File: src/hdl/owm_pkg.sv
`timescale 1ns / 1ps
`default_nettype none

package owm_pkg;

    // Command codes carried in s_tuser
    localparam logic [1:0] CMD_NONE  = 2'd0;
    localparam logic [1:0] CMD_RESET = 2'd1;
    localparam logic [1:0] CMD_BIT   = 2'd2;
    localparam logic [1:0] CMD_BYTE  = 2'd3;

    typedef enum logic [1:0] {
        PH_IDLE  = 2'd0,
        PH_RESET = 2'd1,
        PH_BIT   = 2'd2,
        PH_BYTE  = 2'd3
    } op_phase_t;

    // Configuration register indexes
    localparam int unsigned NUM_REGS = 7;
    localparam logic [2:0] REG_RESET_LOW_END   = 3'd0;
    localparam logic [2:0] REG_RESET_SAMPLE_AT = 3'd1;
    localparam logic [2:0] REG_RESET_SLOT_END  = 3'd2;
    localparam logic [2:0] REG_ONE_LOW_END     = 3'd3;
    localparam logic [2:0] REG_ZERO_LOW_END    = 3'd4;
    localparam logic [2:0] REG_BIT_SAMPLE_AT   = 3'd5;
    localparam logic [2:0] REG_BIT_SLOT_END    = 3'd6;

    localparam int unsigned CFG_WIDTH = 16;
    typedef logic [CFG_WIDTH-1:0] cfg_word_t;
    typedef cfg_word_t cfg_array_t [NUM_REGS];

    localparam cfg_array_t CFG_RESET_VALS = '{
        16'd960, 16'd1104, 16'd1920, 16'd17, 16'd160, 16'd48, 16'd320
    };

    localparam int unsigned BITS_PER_BYTE_DEF = 8;
    localparam int unsigned COUNT_WIDTH_DEF   = 16;

endpackage

`default_nettype wire

File: src/hdl/one_wire_master_timing.sv
`timescale 1ns / 1ps
`default_nettype none

// Channel   Signals                              Direction  Item
// s         s_tvalid s_tready s_tdata s_tuser    in         one timer tick + command
// m         m_tvalid m_tready m_tdata            out        bus drive and status of that tick
// cfg       cfg_valid cfg_ready cfg_index cfg_data in       timing register write
//
// Each tick item is processed as it is accepted; the slot state and the output register
// both update at the accepting edge, so the result is on m in the next cycle.
// Back-to-back ticks run at one per cycle; s_tready drops only while the output
// register is full and m_tready is low.
// Reset clears the slot state, loads the default timing, and empties the output.
// cfg_ready is always high; timing registers are read live by the compares.

module one_wire_master_timing
    import owm_pkg::*;
#(
    parameter int unsigned BITS_PER_BYTE = BITS_PER_BYTE_DEF,
    parameter int unsigned COUNT_WIDTH   = COUNT_WIDTH_DEF
)
(
    input  wire logic        clk,
    input  wire logic        rst_n,

    input  wire logic        s_tvalid,
    output logic             s_tready,
    input  wire logic [15:0] s_tdata,   // send_data[7:0], line_in[8], zero pad
    input  wire logic [1:0]  s_tuser,   // cmd[1:0]

    output logic             m_tvalid,
    input  wire logic        m_tready,
    output logic [15:0]      m_tdata,   // drive_low[0], busy_res[1], done_res[2],
                                        // recv_data[10:3], presence[11],
                                        // echo_match[12], zero pad

    input  wire logic        cfg_valid,
    output logic             cfg_ready,
    input  wire logic [2:0]  cfg_index,
    input  wire logic [15:0] cfg_data
);

    localparam int unsigned CW    = COUNT_WIDTH;
    localparam int unsigned CMP_W = (CW > CFG_WIDTH) ? CW : CFG_WIDTH;

    cfg_word_t cfg_reg [NUM_REGS];

    logic [CW-1:0] tick_count_reg, tick_count_next;
    op_phase_t     op_phase_reg, op_phase_next;
    logic [3:0]    bit_index_reg, bit_index_next;
    logic [7:0]    tx_shift_reg, tx_shift_next;
    logic [7:0]    rx_shift_reg, rx_shift_next;
    logic [7:0]    sent_copy_reg, sent_copy_next;
    logic          line_sample_reg, line_sample_next;
    logic          line_low_reg, line_low_next;

    logic          m_tvalid_reg;
    logic [15:0]   m_tdata_reg;

    logic          in_accept;
    logic [1:0]    cmd;
    logic [7:0]    send_data;
    logic          line_in;

    logic          busy, done, pres, echo;
    logic [7:0]    recv;
    logic [CMP_W-1:0] tick_ext, low_end, sample_at, slot_end;
    logic [3:0]    bit_inc;

    assign cfg_ready = 1'b1;
    assign s_tready  = !m_tvalid_reg || m_tready;
    assign in_accept = s_tvalid && s_tready;
    assign m_tvalid  = m_tvalid_reg;
    assign m_tdata   = m_tdata_reg;

    assign cmd       = s_tuser;
    assign send_data = s_tdata[7:0];
    assign line_in   = s_tdata[8];

    always_ff @(posedge clk or negedge rst_n)
    begin
        if (!rst_n)
        begin
            for (int i = 0; i < NUM_REGS; i++)
            begin
                cfg_reg[i] <= CFG_RESET_VALS[i];
            end
        end
        else if (cfg_valid && cfg_ready && (32'(cfg_index) < NUM_REGS))
        begin
            cfg_reg[cfg_index] <= cfg_data;
        end
    end

    // One tick of slot timing
    always_comb
    begin
        op_phase_next    = op_phase_reg;
        tick_count_next  = tick_count_reg;
        bit_index_next   = bit_index_reg;
        tx_shift_next    = tx_shift_reg;
        rx_shift_next    = rx_shift_reg;
        sent_copy_next   = sent_copy_reg;
        line_sample_next = line_sample_reg;
        line_low_next    = line_low_reg;
        busy = 1'b0;
        done = 1'b0;
        pres = 1'b0;
        echo = 1'b0;
        recv = 8'd0;

        if (op_phase_reg == PH_IDLE && cmd != CMD_NONE)
        begin
            op_phase_next    = op_phase_t'(cmd);
            bit_index_next   = 4'd0;
            tx_shift_next    = send_data;
            sent_copy_next   = send_data;
            rx_shift_next    = 8'd0;
            tick_count_next  = '0;
            line_sample_next = 1'b1;
        end

        bit_inc = bit_index_next + 4'd1;

        tick_ext = CMP_W'(tick_count_next);
        if (op_phase_next == PH_RESET)
        begin
            low_end   = CMP_W'(cfg_reg[REG_RESET_LOW_END]);
            sample_at = CMP_W'(cfg_reg[REG_RESET_SAMPLE_AT]);
            slot_end  = CMP_W'(cfg_reg[REG_RESET_SLOT_END]);
        end
        else
        begin
            low_end   = tx_shift_next[0] ? CMP_W'(cfg_reg[REG_ONE_LOW_END])
                                         : CMP_W'(cfg_reg[REG_ZERO_LOW_END]);
            sample_at = CMP_W'(cfg_reg[REG_BIT_SAMPLE_AT]);
            slot_end  = CMP_W'(cfg_reg[REG_BIT_SLOT_END]);
        end

        if (op_phase_next != PH_IDLE)
        begin
            if (tick_ext == CMP_W'(1))
            begin
                line_low_next = 1'b1;
            end
            if (tick_ext == low_end)
            begin
                line_low_next = 1'b0;
            end
            if (tick_ext == sample_at)
            begin
                line_sample_next = line_in;
            end

            if (tick_ext == slot_end)
            begin
                line_low_next = 1'b0;
                case (op_phase_next)
                    PH_RESET:
                    begin
                        done = 1'b1;
                        pres = !line_sample_next;
                        op_phase_next = PH_IDLE;
                    end
                    PH_BIT:
                    begin
                        done = 1'b1;
                        recv = {7'd0, line_sample_next};
                        op_phase_next = PH_IDLE;
                    end
                    default:
                    begin
                        rx_shift_next  = {line_sample_next, rx_shift_next[7:1]};
                        tx_shift_next  = {1'b0, tx_shift_next[7:1]};
                        bit_index_next = bit_inc;
                        if (32'(bit_inc) >= BITS_PER_BYTE)
                        begin
                            done = 1'b1;
                            recv = rx_shift_next;
                            echo = (rx_shift_next == sent_copy_next);
                            op_phase_next = PH_IDLE;
                        end
                        else
                        begin
                            tick_count_next  = '0;
                            line_sample_next = 1'b1;
                            busy = 1'b1;
                        end
                    end
                endcase
                if (op_phase_next == PH_IDLE)
                begin
                    tick_count_next = '0;
                end
            end
            else
            begin
                if (tick_count_next != {CW{1'b1}})
                begin
                    tick_count_next = tick_count_next + CW'(1);
                end
                busy = 1'b1;
            end
        end
    end

    always_ff @(posedge clk or negedge rst_n)
    begin
        if (!rst_n)
        begin
            op_phase_reg    <= PH_IDLE;
            tick_count_reg  <= '0;
            bit_index_reg   <= 4'd0;
            tx_shift_reg    <= 8'd0;
            rx_shift_reg    <= 8'd0;
            sent_copy_reg   <= 8'd0;
            line_sample_reg <= 1'b1;
            line_low_reg    <= 1'b0;
            m_tvalid_reg    <= 1'b0;
        end
        else
        begin
            if (in_accept)
            begin
                op_phase_reg    <= op_phase_next;
                tick_count_reg  <= tick_count_next;
                bit_index_reg   <= bit_index_next;
                tx_shift_reg    <= tx_shift_next;
                rx_shift_reg    <= rx_shift_next;
                sent_copy_reg   <= sent_copy_next;
                line_sample_reg <= line_sample_next;
                line_low_reg    <= line_low_next;
                m_tvalid_reg    <= 1'b1;
            end
            else if (m_tready)
            begin
                m_tvalid_reg <= 1'b0;
            end
        end
    end

    always_ff @(posedge clk)
    begin
        if (in_accept)
        begin
            m_tdata_reg <= {3'd0, echo, pres, recv, done, busy, line_low_next};
        end
    end

`ifndef ASSERT_OFF
    // An idle master has its counter parked and the wire released
    a_idle_clean: assert property (@(posedge clk) disable iff (!rst_n)
        op_phase_reg == PH_IDLE |-> (tick_count_reg == '0) && !line_low_reg)
        else $error("idle with running counter or wire held low");

    // The finishing tick never reports busy
    a_done_not_busy: assert property (@(posedge clk) disable iff (!rst_n)
        m_tvalid && m_tdata[2] |-> !m_tdata[1])
        else $error("done and busy in the same tick");

    // Presence and echo only accompany a finish
    a_flags_with_done: assert property (@(posedge clk) disable iff (!rst_n)
        m_tvalid && (m_tdata[11] || m_tdata[12]) |-> m_tdata[2])
        else $error("status flag without done");

    // Every accepted tick produces a result in the next cycle
    a_accept_to_out: assert property (@(posedge clk) disable iff (!rst_n)
        in_accept |=> m_tvalid)
        else $error("accepted tick produced no result");
`endif

endmodule

`default_nettype wire

File: config.mk
export PLATFORM = sky130hd
export DESIGN_NAME = one_wire_master_timing
export DESIGN_NICKNAME = d
export VERILOG_FILES = /design/src/hdl/owm_pkg.sv /design/src/hdl/one_wire_master_timing.sv
export SDC_FILE = /design/constraint.sdc
export NUM_CORES = 1
export LEC_CHECK = 0
export ABC_AREA = 1
export BUFFER_PORTS_ARGS = -buffer_cell sky130_fd_sc_hd__clkbuf_2
export CORE_MARGIN = 8
export CORE_UTILIZATION = 44
export DETAILED_ROUTE_END_ITERATION = 8
export PLACE_DENSITY = 0.68
export SYNTH_ARGS = -nofsm -noshare
export SYNTH_HDL_FRONTEND = slang
export SYNTH_SLANG_ARGS = --single-unit
File: constraint.sdc
create_clock -name clk -period 4.1 [get_ports clk]
set_input_delay 0 -clock clk [delete_from_list [all_inputs] [get_ports clk]]
set_output_delay 0 -clock clk [all_outputs]
set_load 0.02 [all_outputs]
Yosys cells after proc, flatten, opt, wreduce, memory -nomap -nowiden
Index checks and enable logic that the tools add are counted.
Word-level totals
  register bits: 174
  bits of input ports: 42
  output and inout bits: 19
Cells by class
  add/subtract/negate cells: 2
  magnitude comparators: 4
  equal/unequal tests: 8
  mux-type cells: 54
  bitwise logic cells: 4
  reductions and logical operators: 16
Operators with widths (number)
  two-way mux 16 bit: 12
  bitwise mux 112 bit: 1
  two-way mux 8 bit: 10
  demux 16 bit (select 3 bit): 1
  == test 16 bit: 3
  two-way mux 1 bit: 18
  adder 16 x 1 -> 16 bit, second input constant: 1
  == test 16 x 1 -> 1 bit, second input constant: 1
  two-way mux 4 bit: 4
  inequality test 16 bit, second input constant: 1
  one-hot mux 8 bit (2 select lines): 1
  two-way mux 2 bit: 7
  == test 8 bit: 1
  greater-or-equal comparator 4 bit, second input constant: 2
  nonzero test 2 bit: 3
  OR reduction 5 bit: 1
  adder 4 x 1 -> 4 bit, second input constant: 1
  logical AND 1 bit: 4
  logical NOT 2 bit: 2
  < comparator 4 x 1 -> 1 bit, second input constant: 1
  inverter 3 -> 4 bit: 1
  < comparator 3 bit, second input constant: 1
  inverter 1 bit: 3
  AND reduction 3 bit: 1
  6 further kinds: 7

Logic depth before layout (Yosys ltp)
  word-level depth: 13
  depth in mapped cells: 21
  depth with buffers taken out: 18

Least setup slack after synthesis
Ideal clock, no wire load.
  path kind: flip-flop to flip-flop
  start: register op_phase_reg[1]
  end: register m_tdata_reg[12] (netlist: m_tdata[12]) (data pin)
  setup time: 0.255 ns
  arrival time: 2.397 ns
  slack: 1.448 ns
  cell stages (with the launch flop): 20
  buffers on the path: 3
  period minus slack after synthesis: 2.652 ns
  cell sequence: dfrtp_1 inv_1 a21oi_1 inv_1 ha_1 buf_4 buf_4 buf_2 o21ai_0 inv_1 nand2_1 nand2_1 inv_1 nand4_1 nor2_1 nand3b_1 nand2_1 inv_1 nor2_1 nor2_1
Between the ends
  cells in the longest elaborated chain, start to end: 9
  elaborated cells on any way between the ends: 24
  those cells by class: 1 x add/sub; 1 x order compare; 5 x eq/ne; 10 x mux; 3 x bitwise; 4 x reduce/logical
RTL lines
  from (decl): line one_wire_master_timing.sv:49  | op_phase_t op_phase_reg, op_phase_next;
  from (signal assigned): line one_wire_master_timing.sv:225  | op_phase_reg <= op_phase_next;
  logical NOT 2 bit: line one_wire_master_timing.sv:112  | if (op_phase_reg == PH_IDLE && cmd != CMD_NONE)
  logical AND 1 bit: line one_wire_master_timing.sv:112
  two-way mux 2 bit: line one_wire_master_timing.sv:112
  == test 2 x 1 -> 1 bit: line one_wire_master_timing.sv:126, one_wire_master_timing.sv:158
  two-way mux 16 bit: line one_wire_master_timing.sv:126  | if (op_phase_next == PH_RESET)
  == test 16 bit: line one_wire_master_timing.sv:150  | if (tick_ext == sample_at)
  two-way mux 1 bit: line one_wire_master_timing.sv:150
  two-way mux 1 bit: line one_wire_master_timing.sv:140  | if (op_phase_next != PH_IDLE)
  == test 8 bit: line one_wire_master_timing.sv:180  | echo = (rx_shift_next == sent_copy_next);
  to (signal assigned): line one_wire_master_timing.sv:246  | m_tdata_reg <= {3'd0, echo, pres, recv, done, busy, line_low_next};
  to (decl): line one_wire_master_timing.sv:58  | logic [15:0] m_tdata_reg;
Several ways; a longest one is shown, not always the timed one. The select of a mux whose other input is x is not followed.
A chain may end at the register's enable or synchronous reset.

Worst setup path in the final report
  start: register op_phase_reg[1]
  end: register tx_shift_reg[6]
Between the ends
  cells in the longest elaborated chain, start to end: 8
  elaborated cells on any way between the ends: 14
  those cells by class: 3 x eq/ne; 7 x mux; 4 x reduce/logical
RTL lines
  logical NOT 2 bit: line one_wire_master_timing.sv:112
  logical AND 1 bit: line one_wire_master_timing.sv:112
  two-way mux 2 bit: line one_wire_master_timing.sv:112
  == test 2 x 1 -> 1 bit / == test 2 bit (equally long branches): line one_wire_master_timing.sv:126, one_wire_master_timing.sv:158
  two-way mux 16 bit / OR reduction 2 bit (equally long branches)
  == test 16 bit / two-way mux 8 bit (equally long branches): line one_wire_master_timing.sv:155, one_wire_master_timing.sv:158
  two-way mux 8 bit: line one_wire_master_timing.sv:155  | if (tick_ext == slot_end)
  two-way mux 8 bit *: line one_wire_master_timing.sv:140
  to (signal assigned): line one_wire_master_timing.sv:228  | tx_shift_reg <= tx_shift_next;
  to (decl): line one_wire_master_timing.sv:51  | logic [7:0] tx_shift_reg, tx_shift_next;
Every way passes the cells marked *; elsewhere a longest branch is shown, timed or not.

==> metrics <==
status complete, no violations; cts bufs inserted 17; grt total ovfl 0; first-pass GRT wire length 39700 um; worst path required time 4.43 ns; final instance area 0.0107 mm^2; CTS tree built; Top FF cell, synth dfrtp_1; CP delay by family, top simple AND/OR/NAND/NOR gates; clk_skew 0.0182 ns; wire length per cell 15.2 um; minimum clock period 3.57 ns; Clock Latency Late Sink 0.45 ns; final non-filler cell total 1591; pwr dens 541 mW/mm^2; initial antenna violation count 0; Slew @ Worst Pin 1.14 ns; vias in the first global route 7707; placed inst area 0.00982 mm^2; commonest non-fill, non-tap cell in the layout nand2_1; Iter 0 DRT Violations 573; commonest non-fill, non-tap cells in the layout nand2_1 (417), o21ai_0 (162), dfrtp_1 (140), inv_1 (133), nand3_1 (109); unrepaired setup endpoints after global routing no; CTS max path bufs 2; Slew Viols, Final 0; flops & latches, synth 173; drt drc 0; Fillers 2086; Via Count 8200; pin count of the biggest net entering global routing 84; Post-Syn Instances 1251; placed cells 1533; Max H-tree Level 4; EDFF count, synth 13; synthesized area 0.00938 mm^2; post-synth top area cell dfrtp_1; Die Y 162 um; max-capacitance violation count 0; Fin. Hold Viols 0; Post-DP HPWL 16500 um; critical path startpoint op_phase_reg[1]; FFs w/ async S/R, synth 92.5%; setup_tns 0 ns; max frequency 280 MHz; clock root buffer clkbuf_16; Core Area 0.0210 mm^2; post-DR vias/cell 5.15; clk slew on worst S/H paths 0.07 ns; number of setup buffers added after CTS 0; clk sinks 173; Worst Hold Launch s_tvalid; # diodes 0; Ports 61; # rows 53; YS warnings 0; crit path cell chain inv_1 -> a21oi_1 -> inv_1 -> ha_2 -> inv_1 -> buf_4 -> nand2_1 -> nand2_1 -> xor2_1 -> nand2_1 -> nor3_1 -> nand2_1 -> nor2_2 -> nand3_1 -> nand2_1 -> nand2_1 -> nand2_1 -> nand2_1; Slew headroom 23.9%; max reg flops 112; post-cts resize count 0; final net count 1352; R2R Path Start op_phase_reg[1]; leakage 5.36 nW; worst setup path class register to register; hold buffers post-CTS 26; post-synthesis sequential area ratio 47.1%; Reg area 0.00442 mm^2; count of final setup violators 0; PortBufs 49; startpoint types register; die width 162 um; final worst-path cycle share 87.0%; crit-path most repeated cell nand2_1; top cells by area, synth dfrtp_1 (37%), nand2_1 (17%), o21ai_0 (8.6%); Syn-to-layout area delta 13.7%; drt first pass iters 6; post-synthesis cell type count 39; starting density of the core 44.8%; maximum vdd drop 0.296 mV; Synth top area share 37.3%; Post-DRT Antenna Nets 0; Critical Path Slowest Stage Cell dfrtp_1; critical path capture point type register; Hold Crit Class input port to register; crit path max fanout 38; total chip power 5.78 mW; Multi-input gate area 0.00419 mm^2; DIE AREA 0.0263 mm^2; CP peak stage delay 0.41 ns; CP arrival 3.90 ns; GRT Util Overall 18.9%; WP buf/inv 4; Avg Cell Area, Syn 7.50 um^2; GPL Wtd Cong 0.956; final wirelength 24200 um; share of post-route cells with drive strength above 1 11.6%
## worst paths after layout
| kind | end | slack (ns) | cells after the start |
|---|---|---|---|
| hold / removal | m_tvalid | 0.05 | 4 |
| max in group asynchronous | cfg_reg[72] | 3.00 | 3 |
| setup reg to reg | tx_shift_reg[6] | 0.53 | 18 |
| setup / recovery | tx_shift_reg[6] | 0.53 | 18 |
| min in group asynchronous | cfg_reg[33] | 0.16 | 2 |
| hold reg to reg | tx_shift_reg[4] | 0.48 | 2 |
## metal layers
layer / routed length, um / track usage, % / vias to the layer above
li1: - / - / 4073
met1: 11100 / 25.1 / 3816
met2: 10900 / 29.7 / 264
met3: 1500 / 4.07 / 47
met4: 626 / 7.20 / 0
met5: 0 / 0 / -
## cell families after synthesis
kind of cell / count (synthesis) / synth area share (%)
other cells: 2 / 0.0800
fa+ha+maj: 7 / 0.933
buf+inv: 194 / 8.41
xor+xnor: 38 / 3.55
compound gates: 189 / 10.5
mux: 2 / 0.213
flops: 173 / 47.1
simple gates: 646 / 29.3
## layout make-up
cell class                      instances  share of cell area [%]
Clock buffer                           18                    4.02
Clock inverter                         14                    1.47
Inverter                              137                    4.82
Multi-Input combinational cell        886                    39.2
Sequential cell                       173                    41.4
Tap cell                              275                    3.22
Timing Repair Buffer                   88                    5.83
## synthesized netlist by cell type (6+ instances only)
cell / count
edfxtp_1: 13
inv_1: 133
nand4_1: 13
o211ai_1: 6
or2_2: 11
o21ai_0: 162
nand2_2: 18
dfstp_2: 20
buf_2: 10
nor2_1: 58
xor2_1: 32
clkbuf_1: 33
xnor2_1: 6
ha_1: 7
nor3_1: 8
nand3_1: 109
buf_4: 7
nand2_1: 417
a21oi_1: 9
dfrtp_1: 140
## metrics by stage
step	util (%)	setup slack, ns	hold slack [ns]
finish	50.9	0.534	0.0526
detailed placement	46.9	0.545	0.109
CTS	50.9	0.554	0.0277
global placement	46.9	0.652	0.110
floorplan	-	1.45	-0.296
global route	50.9	0.128	0.0731
## power by group
part | total [mW] | internal [mW] | switching (mW)
Combinational | 1.86 | 0.639 | 1.22
Sequential | 2.28 | 2.09 | 0.200
Clock | 1.63 | 0.863 | 0.771
## tightest hold or removal path, stage by stage
cell and delay (ns):
clkbuf_2 0.08, nand2_1 0.04, buf_4 0.24, nand2_1 0.09
Note: power is estimated with default switching activity, not from simulation.
